## src/rtl/core/lru_result_cache_top_macros.svh

```systemverilog
// Assertion macros shared by the cache RTL.
`ifndef LRU_RESULT_CACHE_TOP_MACROS_SVH
`define LRU_RESULT_CACHE_TOP_MACROS_SVH
`ifndef SYNTHESIS
`define LRC_ASSERT_IMP(label, clk, rstn, ante, cons) \
    label: assert property (@(posedge clk) disable iff (!rstn) (ante) |-> (cons)) \
        else $error("assertion failed");
`define LRC_ASSERT_NXT(label, clk, rstn, ante, cons) \
    label: assert property (@(posedge clk) disable iff (!rstn) (ante) |=> (cons)) \
        else $error("assertion failed");
`else
`define LRC_ASSERT_IMP(label, clk, rstn, ante, cons)
`define LRC_ASSERT_NXT(label, clk, rstn, ante, cons)
`endif
`endif

```

## src/rtl/core/lrc_pkg.sv

```systemverilog
package lrc_pkg;
    localparam int DEFAULT_ENTRIES = 16;
    localparam int CAP_W  = 5;
    localparam int KEY_W  = 64;
    localparam int WORD_W = 64;
    localparam int VAL_W  = 3 * WORD_W;
    localparam int DROP_W = 5;
    localparam logic [CAP_W-1:0] CAP_RESET = 5'd16;
    localparam logic OP_LOOKUP = 1'b0;
    localparam logic OP_INSERT = 1'b1;

    typedef enum logic [1:0] {
        S_IDLE,
        S_SCAN,
        S_UPDATE,
        S_OUT
    } t_state;
endpackage

```

## src/rtl/core/lrc_ram.sv

```systemverilog
module lrc_ram #(
    parameter int WIDTH = 64,
    parameter int DEPTH = 16
) (
    input  logic                                   i_clk,
    input  logic                                   i_we,
    input  logic [(DEPTH > 1 ? $clog2(DEPTH) : 1)-1:0] i_waddr,
    input  logic [WIDTH-1:0]                       i_wdata,
    input  logic                                   i_re,
    input  logic [(DEPTH > 1 ? $clog2(DEPTH) : 1)-1:0] i_raddr,
    output logic [WIDTH-1:0]                       o_rdata
);
    logic [WIDTH-1:0] r_mem [DEPTH];
    logic [WIDTH-1:0] r_rdata;

    always_ff @(posedge i_clk) begin
        if (i_we) begin
            r_mem[i_waddr] <= i_wdata;
        end
        if (i_re) begin
            r_rdata <= r_mem[i_raddr];
        end
    end

    assign o_rdata = r_rdata;
endmodule

```

## src/rtl/core/lru_result_cache_top.sv

```systemverilog
// Fully associative LRU cache for 64-bit keys with a three-word value.
// Input channel (s_axis): tuser carries the opcode (lookup or insert), tdata
// the key and the value words. Output channel (m_axis): one item per input
// item, tuser is the hit flag, tdata the value read on a lookup hit and the
// number of entries dropped by an insert.
// The capacity register is written over its own valid/ready channel; the user
// must write it only while the cache is idle, which the block does not enforce.
// Values above the number of entries act as full size. Each item scans the
// key memory one entry per cycle, since the key memory has a single read port.
// A hit ends the scan early; a miss scans all entries. The item then passes
// through the update and output states to the output register; one item is
// worked on at a time, and the next item can be accepted in the cycle after
// the result is loaded into the output register. The result waits in the
// output register while the receiver stalls; the next item is accepted and
// scanned meanwhile, and its result waits until the output register is free.
// Reset clears all valid marks, recency ranks, the entry count and the
// capacity register (to 16); no memory clearing pass is needed.
module lru_result_cache_top #(
    parameter int ENTRIES = lrc_pkg::DEFAULT_ENTRIES
) (
    input  logic                     i_clk,
    input  logic                     i_rst_n,
    input  logic                     i_cfg_valid,
    output logic                     o_cfg_ready,
    input  logic [lrc_pkg::CAP_W-1:0] i_cfg_data,     // capacity
    input  logic                     i_s_axis_tvalid,
    output logic                     o_s_axis_tready,
    input  logic [255:0]             i_s_axis_tdata,  // lookup_key, value_magnitude,
                                                      // value_angle, value_node
    input  logic                     i_s_axis_tuser,  // opcode
    output logic                     o_m_axis_tvalid,
    input  logic                     i_m_axis_tready,
    output logic [199:0]             o_m_axis_tdata,  // out_magnitude, out_angle,
                                                      // out_node, dropped, zero pad
    output logic                     o_m_axis_tuser   // hit
);
    import lrc_pkg::*;
    `include "lru_result_cache_top_macros.svh"

    localparam int IW    = (ENTRIES > 1) ? $clog2(ENTRIES) : 1;
    localparam int CNT_W = $clog2(ENTRIES + 1);
    localparam int MW    = (CNT_W > CAP_W) ? CNT_W + 1 : CAP_W + 1;
    localparam logic [IW-1:0] LAST = IW'(ENTRIES - 1);
    localparam logic [MW-1:0] ENT_M = MW'(ENTRIES);

    t_state r_state, n_state;

    logic [CAP_W-1:0]  r_cap;
    logic              r_op;
    logic [KEY_W-1:0]  r_key;
    logic [VAL_W-1:0]  r_val;
    logic [IW-1:0]     r_idx, r_cmp_idx, r_slot;
    logic              r_issue_done, r_cmp_vld, r_hit;
    logic [ENTRIES-1:0] r_valid, n_valid;
    logic [IW-1:0]     r_age [ENTRIES];
    logic [IW-1:0]     n_age [ENTRIES];
    logic [CNT_W-1:0]  r_count, n_count;
    logic [DROP_W-1:0] r_drop, n_drop;
    logic              r_out_valid;
    logic [199:0]      r_out_data;
    logic              r_out_user;

    logic              key_re, key_we, val_re, val_we;
    logic [KEY_W-1:0]  key_rdata;
    logic [VAL_W-1:0]  val_rdata;
    logic [IW-1:0]     wr_slot, free_slot;
    logic              cmp_hit, new_ins, out_load;
    logic [MW-1:0]     cap_eff, cnt_m;
    logic [ENTRIES-1:0] v_kept;

    assign o_cfg_ready     = 1'b1;
    assign o_s_axis_tready = (r_state == S_IDLE);
    assign o_m_axis_tvalid = r_out_valid;
    assign o_m_axis_tdata  = r_out_data;
    assign o_m_axis_tuser  = r_out_user;

    assign cmp_hit  = r_cmp_vld && r_valid[r_cmp_idx] && (key_rdata == r_key);
    assign out_load = (r_state == S_OUT) && (!r_out_valid || i_m_axis_tready);
    assign new_ins  = (r_op == OP_INSERT) && !r_hit && (r_cap != '0);
    assign wr_slot  = r_hit ? r_slot : free_slot;

    lrc_ram #(.WIDTH(KEY_W), .DEPTH(ENTRIES)) u_key_ram (
        .i_clk  (i_clk),
        .i_we   (key_we),
        .i_waddr(free_slot),
        .i_wdata(r_key),
        .i_re   (key_re),
        .i_raddr(r_idx),
        .o_rdata(key_rdata)
    );

    lrc_ram #(.WIDTH(VAL_W), .DEPTH(ENTRIES)) u_val_ram (
        .i_clk  (i_clk),
        .i_we   (val_we),
        .i_waddr(wr_slot),
        .i_wdata(r_val),
        .i_re   (val_re),
        .i_raddr(r_slot),
        .o_rdata(val_rdata)
    );

    always_comb begin
        n_state = r_state;
        case (r_state)
            S_IDLE: begin
                if (i_s_axis_tvalid) begin
                    n_state = S_SCAN;
                end
            end
            S_SCAN: begin
                if (cmp_hit || (r_cmp_vld && r_cmp_idx == LAST)) begin
                    n_state = S_UPDATE;
                end
            end
            S_UPDATE: n_state = S_OUT;
            S_OUT: begin
                if (out_load) begin
                    n_state = S_IDLE;
                end
            end
            default: n_state = S_IDLE;
        endcase
    end

    always_comb begin
        key_re = 1'b0;
        key_we = 1'b0;
        val_re = 1'b0;
        val_we = 1'b0;
        case (r_state)
            S_SCAN: key_re = !r_issue_done;
            S_UPDATE: begin
                val_re = r_hit && (r_op == OP_LOOKUP);
                val_we = (r_op == OP_INSERT) && (r_hit || new_ins);
                key_we = new_ins;
            end
            default: begin
                key_re = 1'b0;
            end
        endcase
    end

    always_comb begin
        cap_eff = (MW'(r_cap) > ENT_M) ? ENT_M : MW'(r_cap);
        cnt_m   = MW'(r_count);
        n_valid = r_valid;
        n_count = r_count;
        n_drop  = '0;
        v_kept  = r_valid;
        free_slot = '0;
        for (int i = 0; i < ENTRIES; i++) begin
            n_age[i] = r_age[i];
        end
        if (r_hit) begin
            for (int i = 0; i < ENTRIES; i++) begin
                if (r_valid[i] && r_age[i] < r_age[r_slot]) begin
                    n_age[i] = r_age[i] + 1'b1;
                end
            end
            n_age[r_slot] = '0;
        end else if (r_op == OP_INSERT && r_cap == '0) begin
            n_valid = '0;
            n_count = '0;
            n_drop  = DROP_W'(cnt_m + 1'b1);
            for (int i = 0; i < ENTRIES; i++) begin
                n_age[i] = '0;
            end
        end else if (r_op == OP_INSERT) begin
            for (int i = 0; i < ENTRIES; i++) begin
                if (r_valid[i] && cnt_m >= cap_eff && MW'(r_age[i]) >= cap_eff - 1'b1) begin
                    v_kept[i] = 1'b0;
                end
                n_age[i] = v_kept[i] ? r_age[i] + 1'b1 : '0;
            end
            for (int i = ENTRIES - 1; i >= 0; i--) begin
                if (!v_kept[i]) begin
                    free_slot = IW'(i);
                end
            end
            n_valid = v_kept;
            n_valid[free_slot] = 1'b1;
            n_age[free_slot] = '0;
            if (cnt_m >= cap_eff) begin
                n_count = CNT_W'(cap_eff);
                n_drop  = DROP_W'(cnt_m - cap_eff + 1'b1);
            end else begin
                n_count = r_count + 1'b1;
            end
        end
    end

    always_ff @(posedge i_clk) begin
        if (!i_rst_n) begin
            r_state     <= S_IDLE;
            r_cap       <= CAP_RESET;
            r_valid     <= '0;
            r_count     <= '0;
            r_out_valid <= 1'b0;
            r_cmp_vld   <= 1'b0;
            r_issue_done <= 1'b0;
            r_hit       <= 1'b0;
            for (int i = 0; i < ENTRIES; i++) begin
                r_age[i] <= '0;
            end
        end else begin
            r_state <= n_state;
            if (i_cfg_valid) begin
                r_cap <= i_cfg_data;
            end
            if (out_load) begin
                r_out_valid <= 1'b1;
            end else if (i_m_axis_tready) begin
                r_out_valid <= 1'b0;
            end
            case (r_state)
                S_IDLE: begin
                    if (i_s_axis_tvalid) begin
                        r_op  <= i_s_axis_tuser;
                        r_key <= i_s_axis_tdata[63:0];
                        r_val <= i_s_axis_tdata[255:64];
                        r_idx <= '0;
                        r_issue_done <= 1'b0;
                        r_cmp_vld <= 1'b0;
                        r_hit <= 1'b0;
                    end
                end
                S_SCAN: begin
                    r_cmp_idx <= r_idx;
                    if (cmp_hit) begin
                        r_hit  <= 1'b1;
                        r_slot <= r_cmp_idx;
                        r_issue_done <= 1'b1;
                        r_cmp_vld <= 1'b0;
                    end else begin
                        r_cmp_vld <= !r_issue_done;
                        if (!r_issue_done) begin
                            r_idx <= r_idx + 1'b1;
                            r_issue_done <= (r_idx == LAST);
                        end
                    end
                end
                S_UPDATE: begin
                    r_valid <= n_valid;
                    r_count <= n_count;
                    r_drop  <= n_drop;
                    for (int i = 0; i < ENTRIES; i++) begin
                        r_age[i] <= n_age[i];
                    end
                end
                S_OUT: begin
                    if (out_load) begin
                        r_out_user  <= r_hit;
                        r_out_data  <= {3'b000, r_drop,
                            (r_hit && r_op == OP_LOOKUP) ? val_rdata : {VAL_W{1'b0}}};
                    end
                end
                default: begin
                    r_cmp_vld <= 1'b0;
                end
            endcase
        end
    end

    `LRC_ASSERT_IMP(a_count_matches, i_clk, i_rst_n, 1'b1,
        $countones(r_valid) == int'(r_count))
    `LRC_ASSERT_NXT(a_accept_scans, i_clk, i_rst_n,
        i_s_axis_tvalid && o_s_axis_tready, r_state == S_SCAN)
    `LRC_ASSERT_IMP(a_result_from_out, i_clk, i_rst_n,
        $rose(r_out_valid), $past(r_state) == S_OUT)
endmodule

```

## config.mk

```make
export PLATFORM = sky130hd
export DESIGN_NAME = lru_result_cache_top
export DESIGN_NICKNAME = d
export VERILOG_FILES = /design/src/rtl/core/lrc_pkg.sv /design/src/rtl/core/lrc_ram.sv /design/src/rtl/core/lru_result_cache_top.sv
export VERILOG_INCLUDE_DIRS = /design/src /design/src/rtl/core
export SDC_FILE = /design/constraint.sdc
export NUM_CORES = 2
export LEC_CHECK = 0
export BUFFER_PORTS_ARGS = -buffer_cell sky130_fd_sc_hd__buf_4
export CAP_MARGIN = 20
export CELL_PAD_IN_SITES_DETAIL_PLACEMENT = 1
export CELL_PAD_IN_SITES_GLOBAL_PLACEMENT = 1
export CORE_MARGIN = 5
export CORE_UTILIZATION = 40
export CTS_BUF_LIST = sky130_fd_sc_hd__clkbuf_2
export CTS_CLUSTER_SIZE = 28
export DETAILED_ROUTE_END_ITERATION = 10
export PLACE_DENSITY = 0.57
export SYNTH_ARGS = -nofsm -noshare
export SYNTH_HDL_FRONTEND = slang
export SYNTH_MEMORY_MAX_BITS = 65536
export SYNTH_SLANG_ARGS = --single-unit
```

## constraint.sdc

```tcl
create_clock -name i_clk -period 48.5 [get_ports i_clk]
set_input_delay 4.85 -clock i_clk [delete_from_list [all_inputs] [get_ports i_clk]]
set_output_delay 4.85 -clock i_clk [all_outputs]
set_load 0.02 [all_outputs]
```

==> results.json <==
{
  "grt_first_pass_wirelength_um": 716200,
  "antenna_found_initial": 42,
  "final_net_count": 9956,
  "synth_most_common_cell": "edfxtp_1",
  "endpoint_kind": "register",
  "syn_inst": 7923,
  "synth_top_cells_by_count": "4888 x edfxtp_1, 1304 x mux4_2, 225 x clkbuf_1, 208 x and2_1, 128 x ha_1",
  "worstSetupStartpointType": "register",
  "rsz0062_at_grt": "false",
  "power_frac_clock": 0.323,
  "yosys.area.top_type_share": 0.7842,
  "ir_worst_vdd_mv": 0.03668,
  "wl_per_cell_um": 30.10,
  "holdBufCountCts": 0,
  "synth-compound-area-share": 0.01450,
  "drtAntennaViolNets": 0,
  "slowest_stage": "nand3_1",
  "cts.sinks": 4924,
  "tns_ns": 0,
  "synth_top_area_cell": "edfxtp_1",
  "fmax_mhz": 120.1,
  "fin_skew_ns": 0.1987,
  "overflow": 0,
  "synth_ff_type": "edfxtp_1",
  "cts_buffer_depth": 5,
  "worst_pin_slew_ns": 1.229,
  "fillers": 43470,
  "die_w_um": 694.1,
  "post_cts_buffers": 0,
  "muxShareOfSynthArea": 0.1578,
  "hpwl_um": 263500,
  "p_leak_nw": 67.79,
  "drive_gt1_frac": 0.3842,
  "postCtsResizedCells": 0,
  "ys_seq_area_frac": 0.7880,
  "synth_xor_area_frac": 0.002574,
  "period_share": 0.1717,
  "hp-class": "register to register",
  "first_global_vias": 100100,
  "cts-root-buf": "clkbuf_2",
  "portBuffers": 466,
  "synthArstFlopShare": 0,
  "place_ws_ns": 40.16,
  "track_usage": 0.2082,
  "hold_viol_final": 0,
  "slew_headroom": 0.1807,
  "pwr-share-seq": 0.603,
  "core_area_mm2": 0.4667,
  "critical_path_arrival_ns": 10.12,
  "powerDensity_mw_per_mm2": 39.98,
  "die-height_um": 694.1,
  "clkTransAtPathRegs_ns": 0.11,
  "grt_max_degree": 155,
  "synth_cell_types": 92,
  "swShare": 0.2592,
  "cp_num_buf_inv": 6,
  "rows": 251,
  "final.min_clock_period_ns": 8.329,
  "cts_made_buffers": 1335,
  "slew_viol_final": 0,
  "htreeDepth": 7,
  "drtPass1Iterations": 5,
  "drcViolationCount": 0,
  "synth_edf_count": 4888,
  "fin_util": 0.4492,
  "synthTopCellsByArea": "edfxtp_1 78%, mux4_2 16%, ha_1 0.86%, and2_1 0.70%, clkbuf_1 0.45%",
  "crit_type": "register to register",
  "synth_top_family_by_area": "multiplexers",
  "setup_viol": 0,
  "num_io_pins": 471,
  "fin_ws_ns": 40.17,
  "tritoncts": "done",
  "critPathMostFrequentCell": "buf_4",
  "synthAdderAreaFrac": 0.009579,
  "required_ns": 50.29,
  "critPathTopFamily": "buffers and inverters",
  "yosysWarnings": 0,
  "cp_max_fo": 78,
  "syn_area_mm2": 0.1872,
  "power.internal_mw": 6.208,
  "vias_per_cell": 5.478,
  "netSwitchingPower_mw": 2.173,
  "yosys.area_share.simple": 0.01856,
  "routabilityCongestion": 0.8190,
  "clk_latency_ns": 2.25,
  "comb_power_share": 0.074,
  "vias": 90860,
  "syn_avg_cell_area_um2": 23.62,
  "ys_seq_elements": 4924,
  "die-area_mm2": 0.4817,
  "start_util": 0.4011,
  "path_cells": "clkinv_1 > nand2_1 > buf_4 > ha_1 > nor2b_1 > o21ai_0 > maj3_1 > a21bo_2 > o21ai_0 > nand2_1 > a41oi_2 > nand3_1 > a211oi_4 > buf_12 > buf_4 > buf_4 > buf_4",
  "wirelength_um": 499200,
  "synthToLayoutAreaGrowth_pct": 11.99,
  "drtIter0Drc": 8029,
  "drv_cap": 0,
  "run_status": "finished, final reports clean",
  "max_stage_delay_ns": 0.79
}
==> worst reg2reg max path: stages, from the launching register on <==
cell,delay [ns]
dfxtp_1,0.55
clkinv_1,0.41
nand2_1,0.21
buf_4,0.39
ha_1,0.34
nor2b_1,0.13
o21ai_0,0.28
maj3_1,0.45
a21bo_2,0.24
o21ai_0,0.23
nand2_1,0.14
a41oi_2,0.38
nand3_1,0.79
a211oi_4,0.51
buf_12,0.36
buf_4,0.81
buf_4,0.84
buf_4,0.75
==> kinds of logic (layout without fill, tap and decap cells) <==
family	after synthesis	after routing
mux	1321	1321
buf+inv	425	2859
xor+xnor	55	55
simple gates	644	644
fa+ha+maj	145	145
flops	4924	4924
other cells	2	34
compound gates	407	407
==> stage by stage <==
stage / area (µm²) / instances / hold slack, ns / total power, mW
floorplan: 187200 / 7925 / 0.4003 / 5.511
global placement: 199000 / 14420 / 0.4294 / 5.767
detailed placement: 199000 / 14420 / 0.4358 / 5.787
CTS: 209500 / 16560 / 0.4181 / 8.531
global route: 209600 / 16580 / 0.4398 / 8.833
finish: 209600 / 16590 / 0.4255 / 8.381
==> state kept, by name, summed over array words and instances, names as in the netlist, named ones only <==
| name | count |
|---|---|
| u_val_ram.r_mem | 3072 |
| u_key_ram.r_mem | 1024 |
| o_m_axis_tdata | 197 |
| r_val | 192 |
| u_val_ram.o_rdata | 192 |
| r_age | 64 |
| r_key | 64 |
| u_key_ram.o_rdata | 64 |
| r_valid | 16 |
| r_cap | 5 |
| r_count | 5 |
| r_drop | 5 |
| r_cmp_idx | 4 |
| r_idx | 4 |
| r_slot | 4 |
| r_state | 2 |
| o_m_axis_tuser | 1 |
| o_m_axis_tvalid | 1 |
| r_cmp_vld | 1 |
| r_hit | 1 |
| r_issue_done | 1 |
| r_op | 1 |
==> area by class of cell <==
class	instances	area [µm²]	share of cell area
inverters	68	255.2	0.001218
clock inverters	250	1084	0.005169
repair buffers	654	5187	0.02475
clock buffers	1887	9444	0.04505
flip-flops and latches	4924	147500	0.7037
well taps	6198	7755	0.03700
multi-input cells	2576	38320	0.1828
diodes	30	75.07	0.0003581
==> worst paths after layout <==
path / start / to / slack, ns / depth (start not counted)
setup / recovery: r_cap[4]$_SDFFE_PN1P_ / u_val_ram.r_mem[6][115]$_DFFE_PP_ / 40.17 / 17
hold / removal: u_val_ram.o_rdata[103]$_DFFE_PP_ / o_m_axis_tdata[103]$_SDFFCE_PN0P_ / 0.43 / 1
setup reg to reg: r_cap[4]$_SDFFE_PN1P_ / u_val_ram.r_mem[6][115]$_DFFE_PP_ / 40.17 / 17
hold reg to reg: u_val_ram.o_rdata[103]$_DFFE_PP_ / o_m_axis_tdata[103]$_SDFFCE_PN0P_ / 0.43 / 1
==> layout by cell type, fill, tap and decap left out, types with 29 or more instances in the layout <==
| cell | count |
|---|---|
| xnor2_1 | 45 |
| clkinv_2 | 29 |
| nor2b_1 | 39 |
| mux4_2 | 1304 |
| inv_1 | 66 |
| buf_4 | 632 |
| a21oi_1 | 77 |
| nor2_1 | 97 |
| diode_2 | 30 |
| o21ai_0 | 112 |
| clkinv_1 | 194 |
| and2_1 | 207 |
| clkbuf_2 | 1887 |
| dfxtp_1 | 36 |
| edfxtp_1 | 4888 |
| nand2_1 | 117 |
| ha_1 | 128 |
| nand3_1 | 35 |
==> power by group through the flow <==
stage          logic, mW  registers (mW)  clock network [mW]
2_1_floorplan      0.398            5.11                   0
3_3_place_gp       0.629            5.14                   0
3_5_place_dp       0.633            5.15                   0
4_1_cts            0.636            5.06                2.84
5_1_grt            0.666            5.08                3.09
6_report           0.621            5.05                2.71
==> layer usage <==
layer  up-vias  GRT usage  part of all wire
li1      37600          -                 -
met1     49240     0.2835              0.43
met2      3331     0.3334              0.49
met3       683    0.05177             0.062
met4         4    0.06137             0.018
met5         -          0          0.000054
Power figures use the tool's default switching activity.
